File: config.mk
export PLATFORM = sky130hd
export DESIGN_NAME = fit_block_allocator_core
export DESIGN_NICKNAME = d
export VERILOG_FILES = /design/src/sv/fba_pkg.sv /design/src/sv/fba_ctrl.sv /design/src/sv/fba_datapath.sv /design/src/sv/fit_block_allocator_core.sv
export SDC_FILE = /design/constraint.sdc
export NUM_CORES = 1
export LEC_CHECK = 0
export ABC_AREA = 1
export BUFFER_PORTS_ARGS = -buffer_cell sky130_fd_sc_hd__buf_2
export CORE_AREA = 4 4 281 283
export DETAILED_ROUTE_END_ITERATION = 7
export DIE_AREA = 0 0 285 287
export SLEW_MARGIN = 0
export SYNTH_ARGS = -nofsm -noshare
export SYNTH_HDL_FRONTEND = slang
export SYNTH_SLANG_ARGS = --single-unit
File: constraint.sdc
create_clock -name clk -period 8.2 [get_ports clk]
set_input_delay 1.23 -clock clk [delete_from_list [all_inputs] [get_ports clk]]
set_output_delay 1.23 -clock clk [all_outputs]
set_load 0.01 [all_outputs]
File: src/sv/fba_pkg.sv
// ----------------------------------------------------------------------------
// fba_pkg
// Shared types and constants for the fit block allocator.
// ----------------------------------------------------------------------------
package fba_pkg;

  localparam int BLOCKS    = 32;
  localparam int IDX_W     = $clog2(BLOCKS);
  localparam int CNT_W     = $clog2(BLOCKS + 1);
  localparam int SIZE_W    = 16;
  localparam int MODE_W    = 2;
  localparam int BCOUNT_W  = 6;
  localparam int CFG_W     = 6;
  localparam int CFG_IDX_W = 1;

  // Stream payload widths, padded to whole bytes.
  localparam int S_TDATA_W = 40;
  localparam int M_TDATA_W = 24;

  // Fit policy codes.
  localparam logic [MODE_W-1:0] MODE_FIRST = 2'd0;
  localparam logic [MODE_W-1:0] MODE_BEST  = 2'd1;
  localparam logic [MODE_W-1:0] MODE_WORST = 2'd2;

  // Register indexes.
  localparam logic [CFG_IDX_W-1:0] REG_FIT_MODE    = 1'd0;
  localparam logic [CFG_IDX_W-1:0] REG_BLOCK_COUNT = 1'd1;

  // Input action codes.
  localparam logic ACT_LOAD    = 1'b0;
  localparam logic ACT_REQUEST = 1'b1;

  typedef enum logic [1:0] {
    ST_IDLE,
    ST_SCAN,
    ST_DRAIN,
    ST_FINISH
  } state_t;

  // Controller to datapath.
  typedef struct packed {
    logic load_wr;  // write one table entry and clear its taken mark
    logic start;    // latch the request and restart the scan
    logic issue;    // read the entry at the scan counter
    logic finish;   // register the result and mark the pick taken if one was found
  } cmd_t;

  // Datapath to controller.
  typedef struct packed {
    logic empty;       // no entries take part
    logic last_issue;  // the current read is the last one
    logic out_free;    // the output register can take a result
  } stat_t;

endpackage

File: src/sv/fba_ctrl.sv
// ----------------------------------------------------------------------------
// fba_ctrl
// Sequencer: accepts items, steps the scan and hands results to the output.
// ----------------------------------------------------------------------------
module fba_ctrl
  import fba_pkg::*;
(
  input  logic  clk,
  input  logic  rst,
  input  logic  s_tvalid,
  input  logic  s_tuser,
  output logic  s_tready,
  input  stat_t stat,
  output cmd_t  cmd
);

  state_t state;
  state_t state_next;

  always_ff @(posedge clk) begin
    if (rst) begin
      state <= ST_IDLE;
    end else begin
      state <= state_next;
    end
  end

  always_comb begin
    state_next = state;
    cmd        = '0;
    s_tready   = 1'b0;
    case (state)
      ST_IDLE: begin
        s_tready = 1'b1;
        if (s_tvalid) begin
          if (s_tuser == ACT_LOAD) begin
            cmd.load_wr = 1'b1;
          end else begin
            cmd.start  = 1'b1;
            state_next = stat.empty ? ST_FINISH : ST_SCAN;
          end
        end
      end
      ST_SCAN: begin
        cmd.issue = 1'b1;
        if (stat.last_issue) begin
          state_next = ST_DRAIN;
        end
      end
      ST_DRAIN: begin
        // The last entry read is compared in this cycle.
        state_next = ST_FINISH;
      end
      ST_FINISH: begin
        if (stat.out_free) begin
          cmd.finish = 1'b1;
          state_next = ST_IDLE;
        end
      end
      default: begin
        state_next = ST_IDLE;
      end
    endcase
  end

endmodule

File: src/sv/fba_datapath.sv
// ----------------------------------------------------------------------------
// fba_datapath
// Size table, taken marks, scan counter, fit compare and output register.
// ----------------------------------------------------------------------------
module fba_datapath
  import fba_pkg::*;
(
  input  logic                 clk,
  input  logic                 rst,
  input  cmd_t                 cmd,
  output stat_t                stat,
  input  logic [IDX_W-1:0]     block_index,
  input  logic [SIZE_W-1:0]    block_bytes,
  input  logic [SIZE_W-1:0]    request_bytes,
  input  logic [MODE_W-1:0]    fit_mode,
  input  logic [BCOUNT_W-1:0]  block_count,
  output logic                 m_tvalid,
  input  logic                 m_tready,
  output logic [M_TDATA_W-1:0] m_tdata,
  output logic                 m_tuser
);

  logic [SIZE_W-1:0] size_mem [BLOCKS];
  logic [BLOCKS-1:0] taken;

  logic [CNT_W-1:0]  limit;
  logic [CNT_W-1:0]  cnt;
  logic [CNT_W-1:0]  cnt_inc;
  logic [SIZE_W-1:0] req;

  // Read stage.
  logic              vld_d;
  logic [IDX_W-1:0]  idx_d;
  logic              taken_d;
  logic [SIZE_W-1:0] rd_data;

  // Running pick.
  logic              found;
  logic [IDX_W-1:0]  pick;
  logic [SIZE_W-1:0] best;

  logic              cand;
  logic              take;
  logic [SIZE_W-1:0] rest;

  logic [IDX_W-1:0]  out_block;
  logic [SIZE_W-1:0] out_left;

  assign limit   = (BCOUNT_W'(block_count) > BCOUNT_W'(BLOCKS)) ? CNT_W'(BLOCKS)
                                                                  : CNT_W'(block_count);
  assign cnt_inc = cnt + CNT_W'(1);

  assign stat.empty      = (limit == '0);
  assign stat.last_issue = (cnt_inc >= limit);
  assign stat.out_free   = !m_tvalid || m_tready;

  always_ff @(posedge clk) begin
    if (cmd.load_wr) begin
      size_mem[block_index] <= block_bytes;
    end
    rd_data <= size_mem[cnt[IDX_W-1:0]];
  end

  always_ff @(posedge clk) begin
    if (cmd.start) begin
      req <= request_bytes;
    end
    idx_d   <= cnt[IDX_W-1:0];
    taken_d <= taken[cnt[IDX_W-1:0]];
  end

  always_ff @(posedge clk) begin
    if (rst) begin
      cnt   <= '0;
      vld_d <= 1'b0;
    end else if (cmd.start) begin
      cnt   <= '0;
      vld_d <= 1'b0;
    end else begin
      vld_d <= cmd.issue;
      if (cmd.issue) begin
        cnt <= cnt_inc;
      end
    end
  end

  // Ties keep the earlier index since only a strict improvement replaces it.
  always_comb begin
    rest = rd_data - req;
    cand = vld_d && !taken_d && (rd_data >= req);
    take = cand && (!found ||
                    ((fit_mode == MODE_BEST)  && (rest < best)) ||
                    ((fit_mode == MODE_WORST) && (rest > best)));
  end

  always_ff @(posedge clk) begin
    if (rst) begin
      found <= 1'b0;
    end else if (cmd.start) begin
      found <= 1'b0;
    end else if (take) begin
      found <= 1'b1;
    end
  end

  always_ff @(posedge clk) begin
    if (take) begin
      pick <= idx_d;
      best <= rest;
    end
  end

  always_ff @(posedge clk) begin
    if (rst) begin
      taken <= '0;
    end else if (cmd.load_wr) begin
      taken[block_index] <= 1'b0;
    end else if (cmd.finish && found) begin
      taken[pick] <= 1'b1;
    end
  end

  always_ff @(posedge clk) begin
    if (rst) begin
      m_tvalid <= 1'b0;
    end else if (cmd.finish) begin
      m_tvalid <= 1'b1;
    end else if (m_tready) begin
      m_tvalid <= 1'b0;
    end
  end

  always_ff @(posedge clk) begin
    if (cmd.finish) begin
      m_tuser   <= found;
      out_block <= found ? pick : '0;
      out_left  <= found ? best : '0;
    end
  end

  assign m_tdata = {(M_TDATA_W - IDX_W - SIZE_W)'(0), out_left, out_block};

  a_finish_free: assert property (@(posedge clk) disable iff (rst)
    cmd.finish && found |-> !taken[pick])
    else $error("picked block is already taken");

  a_finish_out: assert property (@(posedge clk) disable iff (rst)
    cmd.finish |=> m_tvalid)
    else $error("result not presented after finish");

  a_read_range: assert property (@(posedge clk) disable iff (rst)
    vld_d |-> (CNT_W'(idx_d) < limit))
    else $error("scan read beyond block count");

  a_nogrant_zero: assert property (@(posedge clk) disable iff (rst)
    m_tvalid && !m_tuser |-> (m_tdata == '0))
    else $error("refused result carries nonzero fields");

endmodule

File: src/sv/fit_block_allocator_core.sv
// ----------------------------------------------------------------------------
// fit_block_allocator_core
// Fixed-block allocator with first, best or worst fit over a loaded table.
// ----------------------------------------------------------------------------
//
//   Channel  Direction  Handshake           Payload
//   s_*      in         s_tvalid/s_tready   tuser action; tdata index, size, request
//   m_*      out        m_tvalid/m_tready   tuser granted; tdata block, leftover
//   cfg_*    in         cfg_we              cfg_index selects register, cfg_data
//
// A load transfer writes the table entry and clears its taken mark, and the
// next item is accepted in the following cycle.
// A request scans limit entries, where limit is block_count capped at the
// table depth, one entry per cycle through the single read port of the size
// table, then drains and finishes; with no entries it goes straight to finish.
// Reset clears the taken marks, the registers and the output valid; the size
// table itself is not cleared and must be loaded before it is used.
// A finished result waits in the output register while the next item is
// accepted; a request that finishes while that register is still held stalls
// until the result ahead of it has been transferred.
//
module fit_block_allocator_core
  import fba_pkg::*;
(
  input  logic                 clk,
  input  logic                 rst,

  input  logic                 s_tvalid,
  output logic                 s_tready,
  // [4:0] block_index, [20:5] block_bytes, [36:21] request_bytes, rest zero
  input  logic [S_TDATA_W-1:0] s_tdata,
  // [0] action
  input  logic                 s_tuser,

  output logic                 m_tvalid,
  input  logic                 m_tready,
  // [4:0] chosen_block, [20:5] leftover, rest zero
  output logic [M_TDATA_W-1:0] m_tdata,
  // [0] granted
  output logic                 m_tuser,

  input  logic                 cfg_we,
  input  logic [CFG_IDX_W-1:0] cfg_index,
  input  logic [CFG_W-1:0]     cfg_data
);

  logic [MODE_W-1:0]   fit_mode;
  logic [BCOUNT_W-1:0] block_count;

  cmd_t  cmd;
  stat_t stat;

  logic [IDX_W-1:0]  block_index;
  logic [SIZE_W-1:0] block_bytes;
  logic [SIZE_W-1:0] request_bytes;

  // Unpack the input payload.
  assign block_index   = s_tdata[IDX_W-1:0];
  assign block_bytes   = s_tdata[IDX_W +: SIZE_W];
  assign request_bytes = s_tdata[IDX_W + SIZE_W +: SIZE_W];

  // Configuration registers; writes are expected only while the block is idle.
  always_ff @(posedge clk) begin
    if (rst) begin
      fit_mode    <= MODE_FIRST;
      block_count <= '0;
    end else if (cfg_we) begin
      case (cfg_index)
        REG_FIT_MODE:    fit_mode    <= cfg_data[MODE_W-1:0];
        REG_BLOCK_COUNT: block_count <= cfg_data[BCOUNT_W-1:0];
        default: begin
        end
      endcase
    end
  end

  fba_ctrl u_ctrl (
    .clk      (clk),
    .rst      (rst),
    .s_tvalid (s_tvalid),
    .s_tuser  (s_tuser),
    .s_tready (s_tready),
    .stat     (stat),
    .cmd      (cmd)
  );

  fba_datapath u_datapath (
    .clk           (clk),
    .rst           (rst),
    .cmd           (cmd),
    .stat          (stat),
    .block_index   (block_index),
    .block_bytes   (block_bytes),
    .request_bytes (request_bytes),
    .fit_mode      (fit_mode),
    .block_count   (block_count),
    .m_tvalid      (m_tvalid),
    .m_tready      (m_tready),
    .m_tdata       (m_tdata),
    .m_tuser       (m_tuser)
  );

endmodule
==> summary.txt <==
Job
  – Count of maximum capacitance violations: 0

Setup path
  – Element type at the critical path end: flip-flop
  – Reg-to-reg setup timing slack: 4230 ps
  – Worst Setup Path Type: flip-flop to flip-flop
  – Startpoint types: flip-flop
  – Req. time, crit path: 8400 ps
  – Biggest fanout along the worst timing path: 21
  – R2r worst-path depth: 19
  – Startpoint of the worst register-to-register path: u_datapath.req[0]$_DFFE_PP_
  – FF-to-FF End: u_datapath.pick[3]$_DFFE_PP_
  – Arrival @ worst endpoint: 4160 ps

Synth
  – Count of mapped cells out of synthesis: about 2300
  – Post-synth ARST share: 0
  – Total standard cell area after synthesis: 26500 um2
  – Synth Register Bits: 644
  – Fraction of the yosys area taken by sequential cells: 0.702
  – Number of library cell types mapped by synthesis: 34
  – Synthesized area divided by synthesized cell count: 11.6 um2
  – Most used DFF post-synth: sky130_fd_sc_hd__edfxtp_1
  – EDFF count, synth: about 570
  – Yosys Warn Count: 0

Route
  – DR WL met2: 31700 um
  – Met1 WL: about 30000 um
  – Antenna violation net count after detailed routing: 0
  – Routed length per placed instance: between 15 and 20 um
  – Number of vias in the routed layout: 17900
  – Wire length after detailed routing: 68600 um
  – Starting DRC count in detailed routing: 1829
  – DR DRC count: 0
  – Length of the first detailed-routing pass in iterations: 7
  – Detail-routed via count per cell: approximately 5.2
  – Top layer used by detailed routing: met5
  – Length of routed met3 wiring: 4890 um

Timing
  – Final setup viols: 0
  – Post-layout minimum cycle time: 3970 ps
  – Maximum clock frequency: 252 MHz
  – Minimum hold slack: 403 ps
  – Slew Limit Fails: 0
  – Final-layout setup total negative slack: 0 ps
  – RSZ-0062 raised after global routing: false
  – Final period util: 0.484
  – Headroom to the max-slew limit: 0.227
  – Worst Clk Skew: 35.3 ps
  – Final Hold Vio Count: 0
  – Slew of the pin with the lowest slew margin: approximately 1200 ps

Global route
  – Global-route congestion overflow total: 0
  – Number of antenna violations at the first check in global routing: 2
  – Maximum number of pins on one net before global-route repair: 242
  – Via count of the first global-routing pass: around 18000
  – Tot GR Track Use: 0.163
  – First-pass GRT wire length: ~100000 um

Floorplan
  – # rows: slightly above 100
  – Y dimension of the die: 287 um
  – Die Span X: approximately 290 um
  – Initial cell density of the core: 0.346
  – Placeable Area: 76700 um2
  – Top-level port count: 80
  – Total die area: 81800 um2

CTS
  – CTS Buf Count: 67
  – Root Driver: sky130_fd_sc_hd__clkbuf_16
  – Total of hold buffers inserted after clock tree synthesis: 0
  – Post-CTS Setup Repair Bufs: 0
  – Total of cells resized after clock tree synthesis: 0
  – CTS max path bufs: 3
  – Insertion delay of the later-clocked pin in the worst-skew pair: 610 ps
  – Clock sink count: 644
  – CTS tree: done
  – CTS HTree Levels: 3
  – Post-CTS clock slew at the launch and capture registers of the worst setup and hold paths: 60 ps

Cells and area
  – Share of post-route cells with drive strength above 1: 0.0924
  – Antenna diode count: 0
  – Area overhead of the layout relative to synthesis: 13.0%
  – NumNets Final: ~2400

Place
  – DP HPWL: about 38000 um
  – Final weighted congestion in routability-driven placement: 0.833
  – Port-buffer cells: 73

Pwr
  – Worst IR drop on VDD: 0.155 mV
  – Static power due to leakage: 0.0106 uW
  – Total power: 8760 uW
  – Power density cells: 292 nW/um2

Hold path
  – Worst Hold Depth: 0
  – Capture endpoint of the worst hold path: u_datapath.pick[2]$_DFFE_PP_
  – Launch instance of the worst min-delay path: u_datapath.idx_d[2]$_DFF_P_
  – Type of the most critical hold path: flip-flop to flip-flop

Run status
  – Run status: finished, final reports clean
[synthesized netlist by cell type (25+ instances only)]
cell type                  number  area (um2)
sky130_fd_sc_hd__a21oi_1       64         320
sky130_fd_sc_hd__buf_2         25         125
sky130_fd_sc_hd__clkbuf_1      76         285
sky130_fd_sc_hd__dfxtp_1       73        1460
sky130_fd_sc_hd__edfxtp_1     571       17100
sky130_fd_sc_hd__ha_1          43         538
sky130_fd_sc_hd__inv_1        108         405
sky130_fd_sc_hd__nand2_1      286        1070
sky130_fd_sc_hd__nand3_1      136         681
sky130_fd_sc_hd__nor2_1       355        1330
sky130_fd_sc_hd__o21ai_0      167         836
sky130_fd_sc_hd__o21ai_1      154         771
sky130_fd_sc_hd__o22ai_1      137         857
[logic make-up (layout without fill, tap and decap cells)]
logic type	Yosys count	count (layout)	synth area share
buffers and inverters	248	355	0.0415
and+or+nand+nor	797	797	0.121
DFF	644	644	0.702
adders and majority gates	44	44	0.0211
other	1	3	0.000141
xor gates and xnor gates	16	16	0.00529
AOI/OAI and AO/OA	534	534	0.109
[critical path: stages, from the launching register on]
cell and delay, ps:
sky130_fd_sc_hd__edfxtp_1 370, sky130_fd_sc_hd__ha_1 220, sky130_fd_sc_hd__fa_1 410, sky130_fd_sc_hd__o21ai_1 270
sky130_fd_sc_hd__nand2_1 80, sky130_fd_sc_hd__nand2_1 120, sky130_fd_sc_hd__nand2_1 70, sky130_fd_sc_hd__nand2_1 90
sky130_fd_sc_hd__nand2_1 70, sky130_fd_sc_hd__nand3_1 70, sky130_fd_sc_hd__nand2_1 80, sky130_fd_sc_hd__ha_1 270
sky130_fd_sc_hd__nand2_1 80, sky130_fd_sc_hd__o21bai_1 100, sky130_fd_sc_hd__nand2_1 60, sky130_fd_sc_hd__a21oi_1 180
sky130_fd_sc_hd__nand3_1 100, sky130_fd_sc_hd__nand2_1 60, sky130_fd_sc_hd__nor2_1 60, sky130_fd_sc_hd__nor2_2 790
[cells in the final DEF, fill, tap and decap left out, types with 2 or more instances in the layout]
cell type                   count
sky130_fd_sc_hd__a21oi_1       63
sky130_fd_sc_hd__a21o_1         2
sky130_fd_sc_hd__nor3_1        12
sky130_fd_sc_hd__nand2_1      286
sky130_fd_sc_hd__inv_1        107
sky130_fd_sc_hd__buf_2         73
sky130_fd_sc_hd__edfxtp_1     571
sky130_fd_sc_hd__dfxtp_4        2
sky130_fd_sc_hd__xor2_1        11
sky130_fd_sc_hd__o21ai_0      167
sky130_fd_sc_hd__o21bai_1       5
sky130_fd_sc_hd__dfxtp_1       70
sky130_fd_sc_hd__clkinv_2       7
sky130_fd_sc_hd__buf_4         45
sky130_fd_sc_hd__xnor2_1        5
sky130_fd_sc_hd__nand3_1      136
sky130_fd_sc_hd__o21ai_1      154
sky130_fd_sc_hd__bufinv_16      2
sky130_fd_sc_hd__inv_2          7
sky130_fd_sc_hd__nand4_1        5
sky130_fd_sc_hd__conb_1         3
sky130_fd_sc_hd__ha_1          43
sky130_fd_sc_hd__clkbuf_1      18
sky130_fd_sc_hd__nor2_1       354
sky130_fd_sc_hd__clkbuf_16     70
sky130_fd_sc_hd__o22ai_1      137
sky130_fd_sc_hd__clkinv_8       2
sky130_fd_sc_hd__clkinv_1      18
[metrics by stage]
step	instance area [um2]	util	cells	setup WS, ps
after floorplan	26500	-	2286	4440
after global placement	27900	0.364	3313	4230
after detailed placement	27900	0.364	3313	4210
after CTS	30000	0.391	3433	4170
after global routing	30000	0.391	3433	3800
final	30000	0.391	3433	4230
[how the worst max path moves through the flow]
stage | from | to | depth (start not counted)
CTS | u_datapath.req[0]$_DFFE_PP_ | u_datapath.pick[3]$_DFFE_PP_ | 19
floorplan | u_datapath.req[0]$_DFFE_PP_ | u_datapath.best[0]$_DFFE_PP_ | 19
global placement | u_datapath.req[0]$_DFFE_PP_ | u_datapath.best[0]$_DFFE_PP_ | 19
global route | u_datapath.req[0]$_DFFE_PP_ | u_datapath.pick[4]$_DFFE_PP_ | 19
finish | u_datapath.req[0]$_DFFE_PP_ | u_datapath.pick[3]$_DFFE_PP_ | 19
detailed placement | u_datapath.req[0]$_DFFE_PP_ | u_datapath.best[0]$_DFFE_PP_ | 19
[where the power goes]
part           internal, uW  total [uW]  switching (uW)
logic                   625        2060            1430
registers              3730        3830             105
clock network          1640        2870            1230
total                  5990        8760            2770
[routing by layer]
metal,track usage,vias to the layer above
met2,0.265,679
met3,0.0312,146
li1,-,8267
met4,0.0581,4
met5,0,-
met1,0.220,8775
[flip-flops by register name (all words and copies together) (netlist names), 2 cells and up]
register	count
u_datapath.size_mem	512
u_datapath.taken	32
u_datapath.best	16
u_datapath.out_left	16
u_datapath.rd_data	16
u_datapath.req	16
block_count	6
u_datapath.cnt	6
u_datapath.idx_d	5
u_datapath.out_block	5
u_datapath.pick	5
fit_mode	2
u_ctrl.state	2
[area by class of cell]
cell class	count	area, um2
Fill cell	7234	46700
Sequential cell	644	18600
Multi-Input combinational cell	1394	6810
Clock buffer	89	1830
Tap cell	1040	1300
Timing Repair Buffer	119	723
Inverter	116	445
Clock inverter	31	233
(Power assumes the default switching activity.)
